## src/sha1_pkg.sv

```systemverilog
`default_nettype none

package sha1_pkg;

   localparam int unsigned ROUND_COUNT = 80;
   localparam int unsigned WINDOW_DEPTH = 16;
   localparam int unsigned CHAIN_DEPTH = 5;

   localparam logic [31:0] SHA1_IV [0:CHAIN_DEPTH-1] = '{
      32'h67452301, 32'hEFCDAB89, 32'h98BADCFE, 32'h10325476, 32'hC3D2E1F0
   };

   localparam logic [31:0] K_ROUND0 = 32'h5A827999;
   localparam logic [31:0] K_ROUND1 = 32'h6ED9EBA1;
   localparam logic [31:0] K_ROUND2 = 32'h8F1BBCDC;
   localparam logic [31:0] K_ROUND3 = 32'hCA62C1D6;

   // byte position where the 64-bit length field starts (448 bits)
   localparam logic [5:0] LEN_POS = 6'd56;
   localparam logic [5:0] BLOCK_LAST_POS = 6'd63;
   localparam logic [6:0] ROUND_LAST = 7'(ROUND_COUNT - 1);
   localparam logic [2:0] WORD_LAST = 3'(CHAIN_DEPTH - 1);

   // byte source for a block write
   localparam logic [1:0] SRC_MSG  = 2'd0;
   localparam logic [1:0] SRC_MARK = 2'd1;
   localparam logic [1:0] SRC_ZERO = 2'd2;
   localparam logic [1:0] SRC_LEN  = 2'd3;

   typedef struct packed {
      logic       wr_en;
      logic [1:0] wr_src;
      logic       wr_at_pad;
      logic       cnt_inc;
      logic       pad_set;
      logic       pad_inc;
      logic       vars_load;
      logic       round_en;
      logic       chain_add;
      logic       out_next;
      logic       clear;
   } sha1_cmd_type;

   typedef struct packed {
      logic cnt_pos_last;
      logic pad_pos_last;
      logic pad_at_len;
      logic round_last;
      logic word_last;
   } sha1_sts_type;

endpackage

`default_nettype wire

```

## src/sha1_dp.sv

```systemverilog
`default_nettype none

module sha1_dp (
   input  wire logic                  clock,
   input  wire logic                  reset,
   input  wire sha1_pkg::sha1_cmd_type cmd,
   output sha1_pkg::sha1_sts_type     sts,
   input  wire logic [7:0]            in_byte,
   output logic [31:0]                out_word,
   output logic [2:0]                 out_index
);
   import sha1_pkg::*;

   logic [31:0] w_ff     [0:WINDOW_DEPTH-1];
   logic [31:0] w_in     [0:WINDOW_DEPTH-1];
   logic [31:0] vars_ff  [0:CHAIN_DEPTH-1];
   logic [31:0] vars_in  [0:CHAIN_DEPTH-1];
   logic [31:0] chain_ff [0:CHAIN_DEPTH-1];
   logic [31:0] chain_in [0:CHAIN_DEPTH-1];
   logic [60:0] count_ff, count_in;
   logic [5:0]  pad_ff, pad_in;
   logic [6:0]  round_ff, round_in;
   logic [2:0]  idx_ff, idx_in;

   logic [5:0]  wr_addr;
   logic [63:0] len_bits;
   logic [7:0]  len_byte;
   logic [7:0]  wr_byte;
   logic [31:0] w_next;
   logic [31:0] f_val;
   logic [31:0] k_val;
   logic [31:0] temp;
   logic [31:0] va, vb, vc, vd, ve;

   assign wr_addr  = cmd.wr_at_pad ? pad_ff : count_ff[5:0];
   assign len_bits = {count_ff, 3'b000};
   assign len_byte = len_bits[{~wr_addr[2:0], 3'b000} +: 8];

   always_comb begin
      unique case (cmd.wr_src)
         SRC_MSG:  wr_byte = in_byte;
         SRC_MARK: wr_byte = 8'h80;
         SRC_ZERO: wr_byte = 8'h00;
         SRC_LEN:  wr_byte = len_byte;
         default:  wr_byte = 8'h00;
      endcase
   end

   assign va = vars_ff[0];
   assign vb = vars_ff[1];
   assign vc = vars_ff[2];
   assign vd = vars_ff[3];
   assign ve = vars_ff[4];

   // next schedule word, window holds w[t..t+15]
   assign w_next = {w_ff[13] ^ w_ff[8] ^ w_ff[2] ^ w_ff[0]} << 1
                 | {31'd0, w_ff[13][31] ^ w_ff[8][31] ^ w_ff[2][31] ^ w_ff[0][31]};

   always_comb begin
      priority if (round_ff < 7'd20) begin
         f_val = (vb & vc) | (~vb & vd);
         k_val = K_ROUND0;
      end else if (round_ff < 7'd40) begin
         f_val = vb ^ vc ^ vd;
         k_val = K_ROUND1;
      end else if (round_ff < 7'd60) begin
         f_val = (vb & vc) | (vb & vd) | (vc & vd);
         k_val = K_ROUND2;
      end else begin
         f_val = vb ^ vc ^ vd;
         k_val = K_ROUND3;
      end
   end

   assign temp = {va[26:0], va[31:27]} + f_val + ve + w_ff[0] + k_val;

   always_comb begin
      w_in = w_ff;
      if (cmd.round_en) begin
         for (int i = 0; i < WINDOW_DEPTH - 1; i++) begin
            w_in[i] = w_ff[i+1];
         end
         w_in[WINDOW_DEPTH-1] = w_next;
      end else if (cmd.wr_en) begin
         w_in[wr_addr[5:2]][{~wr_addr[1:0], 3'b000} +: 8] = wr_byte;
      end
   end

   always_comb begin
      vars_in  = vars_ff;
      chain_in = chain_ff;
      if (cmd.clear) begin
         for (int i = 0; i < CHAIN_DEPTH; i++) begin
            vars_in[i]  = '0;
            chain_in[i] = SHA1_IV[i];
         end
      end else begin
         if (cmd.vars_load) begin
            vars_in = chain_ff;
         end else if (cmd.round_en) begin
            vars_in[0] = temp;
            vars_in[1] = va;
            vars_in[2] = {vb[1:0], vb[31:2]};
            vars_in[3] = vc;
            vars_in[4] = vd;
         end
         if (cmd.chain_add) begin
            for (int i = 0; i < CHAIN_DEPTH; i++) begin
               chain_in[i] = chain_ff[i] + vars_ff[i];
            end
         end
      end
   end

   always_comb begin
      count_in = count_ff;
      pad_in   = pad_ff;
      round_in = round_ff;
      idx_in   = idx_ff;
      if (cmd.clear) begin
         count_in = '0;
         idx_in   = '0;
      end else begin
         if (cmd.cnt_inc) count_in = count_ff + 61'd1;
         if (cmd.out_next) idx_in = idx_ff + 3'd1;
      end
      if (cmd.pad_set) begin
         pad_in = count_ff[5:0] + 6'd1;
      end else if (cmd.pad_inc) begin
         pad_in = pad_ff + 6'd1;
      end
      if (cmd.vars_load) begin
         round_in = '0;
      end else if (cmd.round_en && (round_ff != ROUND_LAST)) begin
         round_in = round_ff + 7'd1;
      end
   end

   always_ff @(posedge clock) begin
      w_ff <= w_in;
   end

   always_ff @(posedge clock) begin
      if (reset) begin
         for (int i = 0; i < CHAIN_DEPTH; i++) begin
            vars_ff[i]  <= '0;
            chain_ff[i] <= SHA1_IV[i];
         end
         count_ff <= '0;
         pad_ff   <= '0;
         round_ff <= '0;
         idx_ff   <= '0;
      end else begin
         vars_ff  <= vars_in;
         chain_ff <= chain_in;
         count_ff <= count_in;
         pad_ff   <= pad_in;
         round_ff <= round_in;
         idx_ff   <= idx_in;
      end
   end

   assign sts.cnt_pos_last = (count_ff[5:0] == BLOCK_LAST_POS);
   assign sts.pad_pos_last = (pad_ff == BLOCK_LAST_POS);
   assign sts.pad_at_len   = (pad_ff == LEN_POS);
   assign sts.round_last   = (round_ff == ROUND_LAST);
   assign sts.word_last    = (idx_ff == WORD_LAST);

   assign out_word  = chain_ff[idx_ff];
   assign out_index = idx_ff;

   round_range: assert property (@(posedge clock) disable iff (reset)
      round_ff <= ROUND_LAST)
      else $error("round counter out of range");

   index_range: assert property (@(posedge clock) disable iff (reset)
      idx_ff <= WORD_LAST)
      else $error("digest word index out of range");

   clear_count: assert property (@(posedge clock) disable iff (reset)
      cmd.clear |=> (count_ff == '0) && (idx_ff == '0))
      else $error("clear did not reset byte count and word index");

endmodule

`default_nettype wire

```

## src/sha1_ctrl.sv

```systemverilog
`default_nettype none

module sha1_ctrl (
   input  wire logic                  clock,
   input  wire logic                  reset,
   input  wire logic                  in_valid,
   input  wire logic                  in_present,
   input  wire logic                  in_end,
   output logic                       in_ready,
   output logic                       out_valid,
   input  wire logic                  out_ready,
   input  wire sha1_pkg::sha1_sts_type sts,
   output sha1_pkg::sha1_cmd_type     cmd
);
   import sha1_pkg::*;

   localparam logic [2:0] S_IDLE  = 3'd0;
   localparam logic [2:0] S_MARK  = 3'd1;
   localparam logic [2:0] S_ZERO  = 3'd2;
   localparam logic [2:0] S_LEN   = 3'd3;
   localparam logic [2:0] S_LOAD  = 3'd4;
   localparam logic [2:0] S_ROUND = 3'd5;
   localparam logic [2:0] S_ADD   = 3'd6;
   localparam logic [2:0] S_OUT   = 3'd7;

   logic [2:0] state_ff, state_in;
   logic [2:0] ret_ff, ret_in;

   always_comb begin
      state_in  = state_ff;
      ret_in    = ret_ff;
      cmd       = '0;
      in_ready  = 1'b0;
      out_valid = 1'b0;
      unique case (state_ff)
         S_IDLE: begin
            in_ready = 1'b1;
            if (in_valid) begin
               if (in_present) begin
                  cmd.wr_en   = 1'b1;
                  cmd.wr_src  = SRC_MSG;
                  cmd.cnt_inc = 1'b1;
               end
               if (in_present && sts.cnt_pos_last) begin
                  state_in = S_LOAD;
                  ret_in   = in_end ? S_MARK : S_IDLE;
               end else if (in_end) begin
                  state_in = S_MARK;
               end
            end
         end
         S_MARK: begin
            cmd.wr_en   = 1'b1;
            cmd.wr_src  = SRC_MARK;
            cmd.pad_set = 1'b1;
            if (sts.cnt_pos_last) begin
               state_in = S_LOAD;
               ret_in   = S_ZERO;
            end else begin
               state_in = S_ZERO;
            end
         end
         S_ZERO: begin
            if (sts.pad_at_len) begin
               state_in = S_LEN;
            end else begin
               cmd.wr_en     = 1'b1;
               cmd.wr_src    = SRC_ZERO;
               cmd.wr_at_pad = 1'b1;
               cmd.pad_inc   = 1'b1;
               if (sts.pad_pos_last) begin
                  state_in = S_LOAD;
                  ret_in   = S_ZERO;
               end
            end
         end
         S_LEN: begin
            cmd.wr_en     = 1'b1;
            cmd.wr_src    = SRC_LEN;
            cmd.wr_at_pad = 1'b1;
            cmd.pad_inc   = 1'b1;
            if (sts.pad_pos_last) begin
               state_in = S_LOAD;
               ret_in   = S_OUT;
            end
         end
         S_LOAD: begin
            cmd.vars_load = 1'b1;
            state_in      = S_ROUND;
         end
         S_ROUND: begin
            cmd.round_en = 1'b1;
            if (sts.round_last) state_in = S_ADD;
         end
         S_ADD: begin
            cmd.chain_add = 1'b1;
            state_in      = ret_ff;
         end
         S_OUT: begin
            out_valid = 1'b1;
            if (out_ready) begin
               cmd.out_next = 1'b1;
               if (sts.word_last) begin
                  cmd.clear = 1'b1;
                  state_in  = S_IDLE;
               end
            end
         end
         default: state_in = S_IDLE;
      endcase
   end

   always_ff @(posedge clock) begin
      if (reset) begin
         state_ff <= S_IDLE;
         ret_ff   <= S_IDLE;
      end else begin
         state_ff <= state_in;
         ret_ff   <= ret_in;
      end
   end

   round_exit: assert property (@(posedge clock) disable iff (reset)
      (state_ff == S_ROUND) && sts.round_last |=> (state_ff == S_ADD))
      else $error("round loop did not end after the last round");

   len_from_pad: assert property (@(posedge clock) disable iff (reset)
      (state_ff == S_LEN) && sts.pad_pos_last |=> (state_ff == S_LOAD))
      else $error("length field did not close a block");

   ret_valid: assert property (@(posedge clock) disable iff (reset)
      (state_ff == S_ADD) |-> (ret_ff == S_IDLE || ret_ff == S_MARK ||
                               ret_ff == S_ZERO || ret_ff == S_OUT))
      else $error("bad return state after compression");

endmodule

`default_nettype wire

```

## src/sha1_hash_engine.sv

```systemverilog
// channel  dir  signals                         contents
// req      in   req_tvalid/tready/tdata/tuser   tdata: data_byte[7:0]
//                 /tlast                        tuser: byte_present, tlast: message_end
// rsp      out  rsp_tvalid/tready/tdata/tuser   tdata: digest_word[31:0]
//                 /tlast                        tuser: word_index[2:0], tlast: digest_last
//
// byte transfers within a block are accepted back to back; the byte that fills a
// 64-byte block starts the compression (load, 80 rounds, chain add)
// an end transfer then writes the marker byte, the zero bytes and the length field,
// with one or two more compressions, and presents the five digest words from the
// chain registers, one per rsp transfer
// reset is synchronous and restores the initial vector and a zero byte count;
// req_tready stays low while a block compresses or a digest waits on rsp_tready
`default_nettype none

module sha1_hash_engine (
   input  wire logic        clock,
   input  wire logic        reset,
   input  wire logic        req_tvalid,
   output logic             req_tready,
   input  wire logic [7:0]  req_tdata,   // data_byte
   input  wire logic        req_tuser,   // byte_present
   input  wire logic        req_tlast,
   output logic             rsp_tvalid,
   input  wire logic        rsp_tready,
   output logic [31:0]      rsp_tdata,   // digest_word
   output logic [2:0]       rsp_tuser,   // word_index
   output logic             rsp_tlast
);
   import sha1_pkg::*;

   sha1_cmd_type cmd;
   sha1_sts_type sts;

   sha1_ctrl u_ctrl (
      .clock      (clock),
      .reset      (reset),
      .in_valid   (req_tvalid),
      .in_present (req_tuser),
      .in_end     (req_tlast),
      .in_ready   (req_tready),
      .out_valid  (rsp_tvalid),
      .out_ready  (rsp_tready),
      .sts        (sts),
      .cmd        (cmd)
   );

   sha1_dp u_dp (
      .clock     (clock),
      .reset     (reset),
      .cmd       (cmd),
      .sts       (sts),
      .in_byte   (req_tdata),
      .out_word  (rsp_tdata),
      .out_index (rsp_tuser)
   );

   assign rsp_tlast = sts.word_last;

   no_overlap: assert property (@(posedge clock) disable iff (reset)
      !(req_tready && rsp_tvalid))
      else $error("input taken while a digest is pending");

   last_marks_end: assert property (@(posedge clock) disable iff (reset)
      rsp_tvalid |-> (rsp_tlast == (rsp_tuser == WORD_LAST)))
      else $error("tlast does not match the final word index");

   back_to_idle: assert property (@(posedge clock) disable iff (reset)
      rsp_tvalid && rsp_tready && rsp_tlast |=> req_tready)
      else $error("engine not ready after the digest was sent");

   words_follow: assert property (@(posedge clock) disable iff (reset)
      rsp_tvalid && rsp_tready && !rsp_tlast |=> rsp_tvalid)
      else $error("digest words not presented back to back");

endmodule

`default_nettype wire

```

## config.mk

```make
export PLATFORM = sky130hd
export DESIGN_NAME = sha1_hash_engine
export DESIGN_NICKNAME = d
export VERILOG_FILES = /design/src/sha1_pkg.sv /design/src/sha1_dp.sv /design/src/sha1_ctrl.sv /design/src/sha1_hash_engine.sv
export SDC_FILE = /design/constraint.sdc
export NUM_CORES = 2
export LEC_CHECK = 0
export BUFFER_PORTS_ARGS = -buffer_cell sky130_fd_sc_hd__buf_2
export CAP_MARGIN = 10
export CORE_MARGIN = 4
export CORE_UTILIZATION = 44
export CTS_CLUSTER_DIAMETER = 80
export DETAILED_ROUTE_END_ITERATION = 16
export GPL_ROUTABILITY_DRIVEN = 0
export HOLD_SLACK_MARGIN = 0.02
export PLACE_DENSITY = 0.68
export SLEW_MARGIN = 20
export SYNTH_ARGS = -nofsm -noshare
export SYNTH_HDL_FRONTEND = slang
export SYNTH_SLANG_ARGS = --single-unit
```

## constraint.sdc

```tcl
create_clock -name clock -period 13.7 [get_ports clock]
set_input_delay 0.685 -clock clock [delete_from_list [all_inputs] [get_ports clock]]
set_output_delay 0.685 -clock clock [all_outputs]
set_load 0.02 [all_outputs]
```

==> summary.txt <==
Routing
  • WL final: 153,700 um
  • Final ANT Viol Nets: 0
  • WL/cell: approximately 21 um
  • DR pass1 iterations: 8
  • Routed vias: between 40,000 and 50,000
  • Vias per std cell: 5.908
  • DR iter-0 viols: between 4,000 and 5,000
  • DRC: 0

Layout
  • Layout cells sized above 1: 6.558%
  • NumNets Final: 5,895
  • Layout fillers: around 11,000
  • Synthesis-to-layout area growth: 8.208%
  • Ant diodes: 0
  • Commonest non-fill, non-tap cell in the layout: nand2_1
  • Most frequent cells in the layout: nand2_1, o21ai_0, edfxtp_1

Run status
  • Status: finished, final reports clean

Logic synthesis
  • Synth area leader: edfxtp_1
  • Largest family of logic cells by synthesized area: compound AO/OA/AOI/OAI gates
  • Synthesized cell area: 53,570 um^2
  • Ys async rst share: 0%
  • Top FF cell, synth: edfxtp_1
  • Mean Syn Cell Area: around 9.4 um^2
  • Yosys cell types: 109
  • Post-Synth Simple-Gate Area: between 10 and 15%
  • Synthesized-area fraction occupied by xor and xnor cells: ~5%
  • Flops & latches, synth: 915
  • Compound-Gate Fraction of Synth Area: between 10% and 20%
  • Synth Warn #: 0
  • Mux cell area share after synthesis: about 4.7%
  • Top cells by area, synth: edfxtp_1, dfxtp_1, nand2_1
  • Sequential area share after synthesis: 43.76%
  • Post-Synthesis Cells: roughly 5,700
  • Synth Area in Adders: under 10%
  • EDFF count, synth: approximately 510
  • Top cell type's share of synthesized area: approximately 29%
  • Post-Syn Nets: between 6,000 and 7,000

Die
  • Die outline area: ~130,000 um^2
  • Die width: between 300 and 400 um
  • Core footprint: 120,400 um^2
  • DIE HEIGHT: ~360 um
  • FP Rows: about 130
  • Io pins: 52
  • Starting Density: between 40% and 50%

Clock tree
  • Hold-fix buffers, CTS: 0
  • Max H-tree Level: 3
  • Clock transition at path regs: 60 ps
  • Post-CTS resize count: 0
  • Setup Buffers After CTS: 0
  • TritonCTS clock tree: yes
  • Clock Tree Root: clkbuf_16
  • Clock latency on the worst-skew pair: 700 ps
  • Clock sinks: roughly 920
  • Maximum clock insertion buffer count: 3
  • Num CTS Buffers: 97

Min path
  • HP Start: reset
  • Hold worst-path end: u_ctrl.ret_ff[1]
  • WHS Path Cells: 2
  • Type of the tightest min-delay check: in2reg

GRT
  • Vias in the first global route: between 40,000 and 50,000
  • Global-route wire length before repair: ~240,000 um
  • Grt ovf: 0
  • Total Routing Usage GR: 23.63%
  • Pin count of the biggest net entering global routing: 244
  • Initial antenna violation count: 0

Critical path
  • Reg2reg end: u_dp.va[23]
  • Worst setup EP type: flip-flop
  • WP data required: approximately 14,000 ps
  • Critical path peak fanout: 24
  • Crit path kind: reg2reg
  • Startpoint Class: flip-flop
  • Reg2Reg Depth: 22
  • RR Startpoint: u_dp.round_ff[5]
  • Setup slack, reg-to-reg: 7120 ps
  • CP Data Arrival Time: around 7100 ps

Placed design
  • DPL Wire Length: ~100,000 um
  • Buffers on Ports: slightly above 50

STA
  • RSZ-0062 raised after global routing: false
  • Worst slew pin tran: 1125 ps
  • Setup TNS Final: 0 ps
  • Worst Skew: between 50 and 60 ps
  • Setup-failing EPs final: 0
  • Fmax: ~150 MHz
  • Final Hold Viols: 0
  • Hold WS: ~390 ps
  • Final max-slew violation count: 0
  • Crit share post-route: between 40% and 50%
  • Slew headroom: about a quarter
  • Period minus WS final: ~6600 ps

Power
  • Peak VDD IR: approximately 210 uV
  • Power Density: approximately 210 nW/um^2
  • Pleak: about 21 nW

Flow run
  • Max Cap Viol: 0
-- synthesized netlist by cell type (17+ instances only) --
cell,number
o21ai_0,576
buf_1,20
nand3_1,95
nand2_1,850
ha_1,210
fa_1,117
nor2_1,446
clkbuf_1,261
or3_1,37
mux4_2,32
nand4_1,18
a222oi_1,25
a211oi_1,168
a31oi_1,30
a21oi_1,320
a21o_1,103
edfxtp_1,512
o21ai_1,17
a22o_1,68
o22ai_1,34
o21a_1,27
o31ai_1,19
a221o_1,22
dfxtp_1,403
mux2i_1,169
and3_1,43
nand2b_1,34
xnor2_1,207
nor2b_1,34
inv_1,312
o211ai_1,51
nor3_1,44
buf_2,23
xor2_1,90
-- logic make-up (layout without fill, tap and decap cells) --
logic type      count (synthesis)  in the layout
compound gates               1583           1583
xor+xnor                      297            297
fa+ha+maj                     327            327
buf+inv                       657            595
flops                         915            915
mux                           208            208
simple gates                 1702           1702
-- worst max path at each step --
stage | from | to | slack (ps) | cells after the start
floorplan | u_dp.round_ff[4] | u_dp.va[23] | 8470 | 22
global placement | u_dp.round_ff[5] | u_dp.va[29] | 7540 | 22
detailed placement | u_dp.round_ff[5] | u_dp.va[23] | 7290 | 22
CTS | u_dp.round_ff[5] | u_dp.va[23] | 7190 | 22
global route | u_dp.round_ff[5] | u_dp.va[23] | 6760 | 22
finish | u_dp.round_ff[5] | u_dp.va[23] | 7120 | 22
-- report_power, final --
part	total, mW	internal [mW]	switching, mW
Sequential	3.74	3.24	0.504
Clock	2.59	1.44	1.15
Combinational	5.84	2.31	3.54
Total	12.2	6.98	5.19
-- registers in the layout, summed over array words and instances (netlist names) --
| signal | cells |
|---|---|
| u_dp.count_ff | 61 |
| u_dp.vc | 32 |
| u_dp.pad_ff | 6 |
| u_dp.w_ff | 512 |
| u_dp.chain_ff | 160 |
| u_dp.ve | 32 |
| u_dp.vd | 32 |
| u_dp.vb | 32 |
| u_ctrl.ret_ff | 3 |
| u_dp.round_ff | 7 |
| u_dp.out_index | 3 |
| u_ctrl.state_ff | 3 |
| u_dp.va | 32 |
-- worst max-delay path, cell delays in order (launching register included) --
cell and delay (ps):
dfxtp_1 380, a41oi_2 420, nand2_1 120, inv_1 810
nor2_2 60, buf_4 260, a221oi_1 430, fa_1 520
fa_1 510, inv_1 40, ha_1 200, inv_1 80
fa_1 210, nor2b_1 60, o21ai_1 170, a21boi_1 160
o41ai_2 370, or3b_2 550, a31oi_1 290, o21ai_1 130
xor2_1 150, a222oi_1 350, nor2_1 80
-- layout make-up --
class | count | area [um^2] | area share (%)
Clock buffer | 128 | 2644 | 4.561
Clock inverter | 44 | 416.7 | 0.7188
Inverter | 319 | 1200 | 2.070
Multi-Input combinational cell | 4117 | 27520 | 47.48
Sequential cell | 915 | 23450 | 40.45
Tap cell | 1612 | 2017 | 3.480
Timing Repair Buffer | 104 | 715.7 | 1.235
-- routing by layer --
metal  global-route usage [%]  vias to the layer above  routed length (um)
met1                    34.17                    20715               68110
met4                    6.941                        0                4442
met3                    3.416                      265               12980
li1                         -                    19985                   -
met5                        0                        -                   0
met2                    36.88                     1806               68200
-- stage by stage --
stage | instances | setup slack, ps | utilization [%] | power [mW] | instance area [um^2]
2_1_floorplan | 5689 | 8467 | - | 7.959 | 53570
3_3_place_gp | 7067 | 7537 | 45.58 | 9.371 | 54900
3_5_place_dp | 7067 | 7290 | 45.58 | 9.458 | 54900
4_1_cts | 7239 | 7190 | 48.12 | 12.09 | 57960
5_1_grt | 7239 | 6761 | 48.12 | 12.97 | 57960
6_report | 7239 | 7118 | 48.12 | 12.17 | 57960
(Power assumes the default switching activity.)
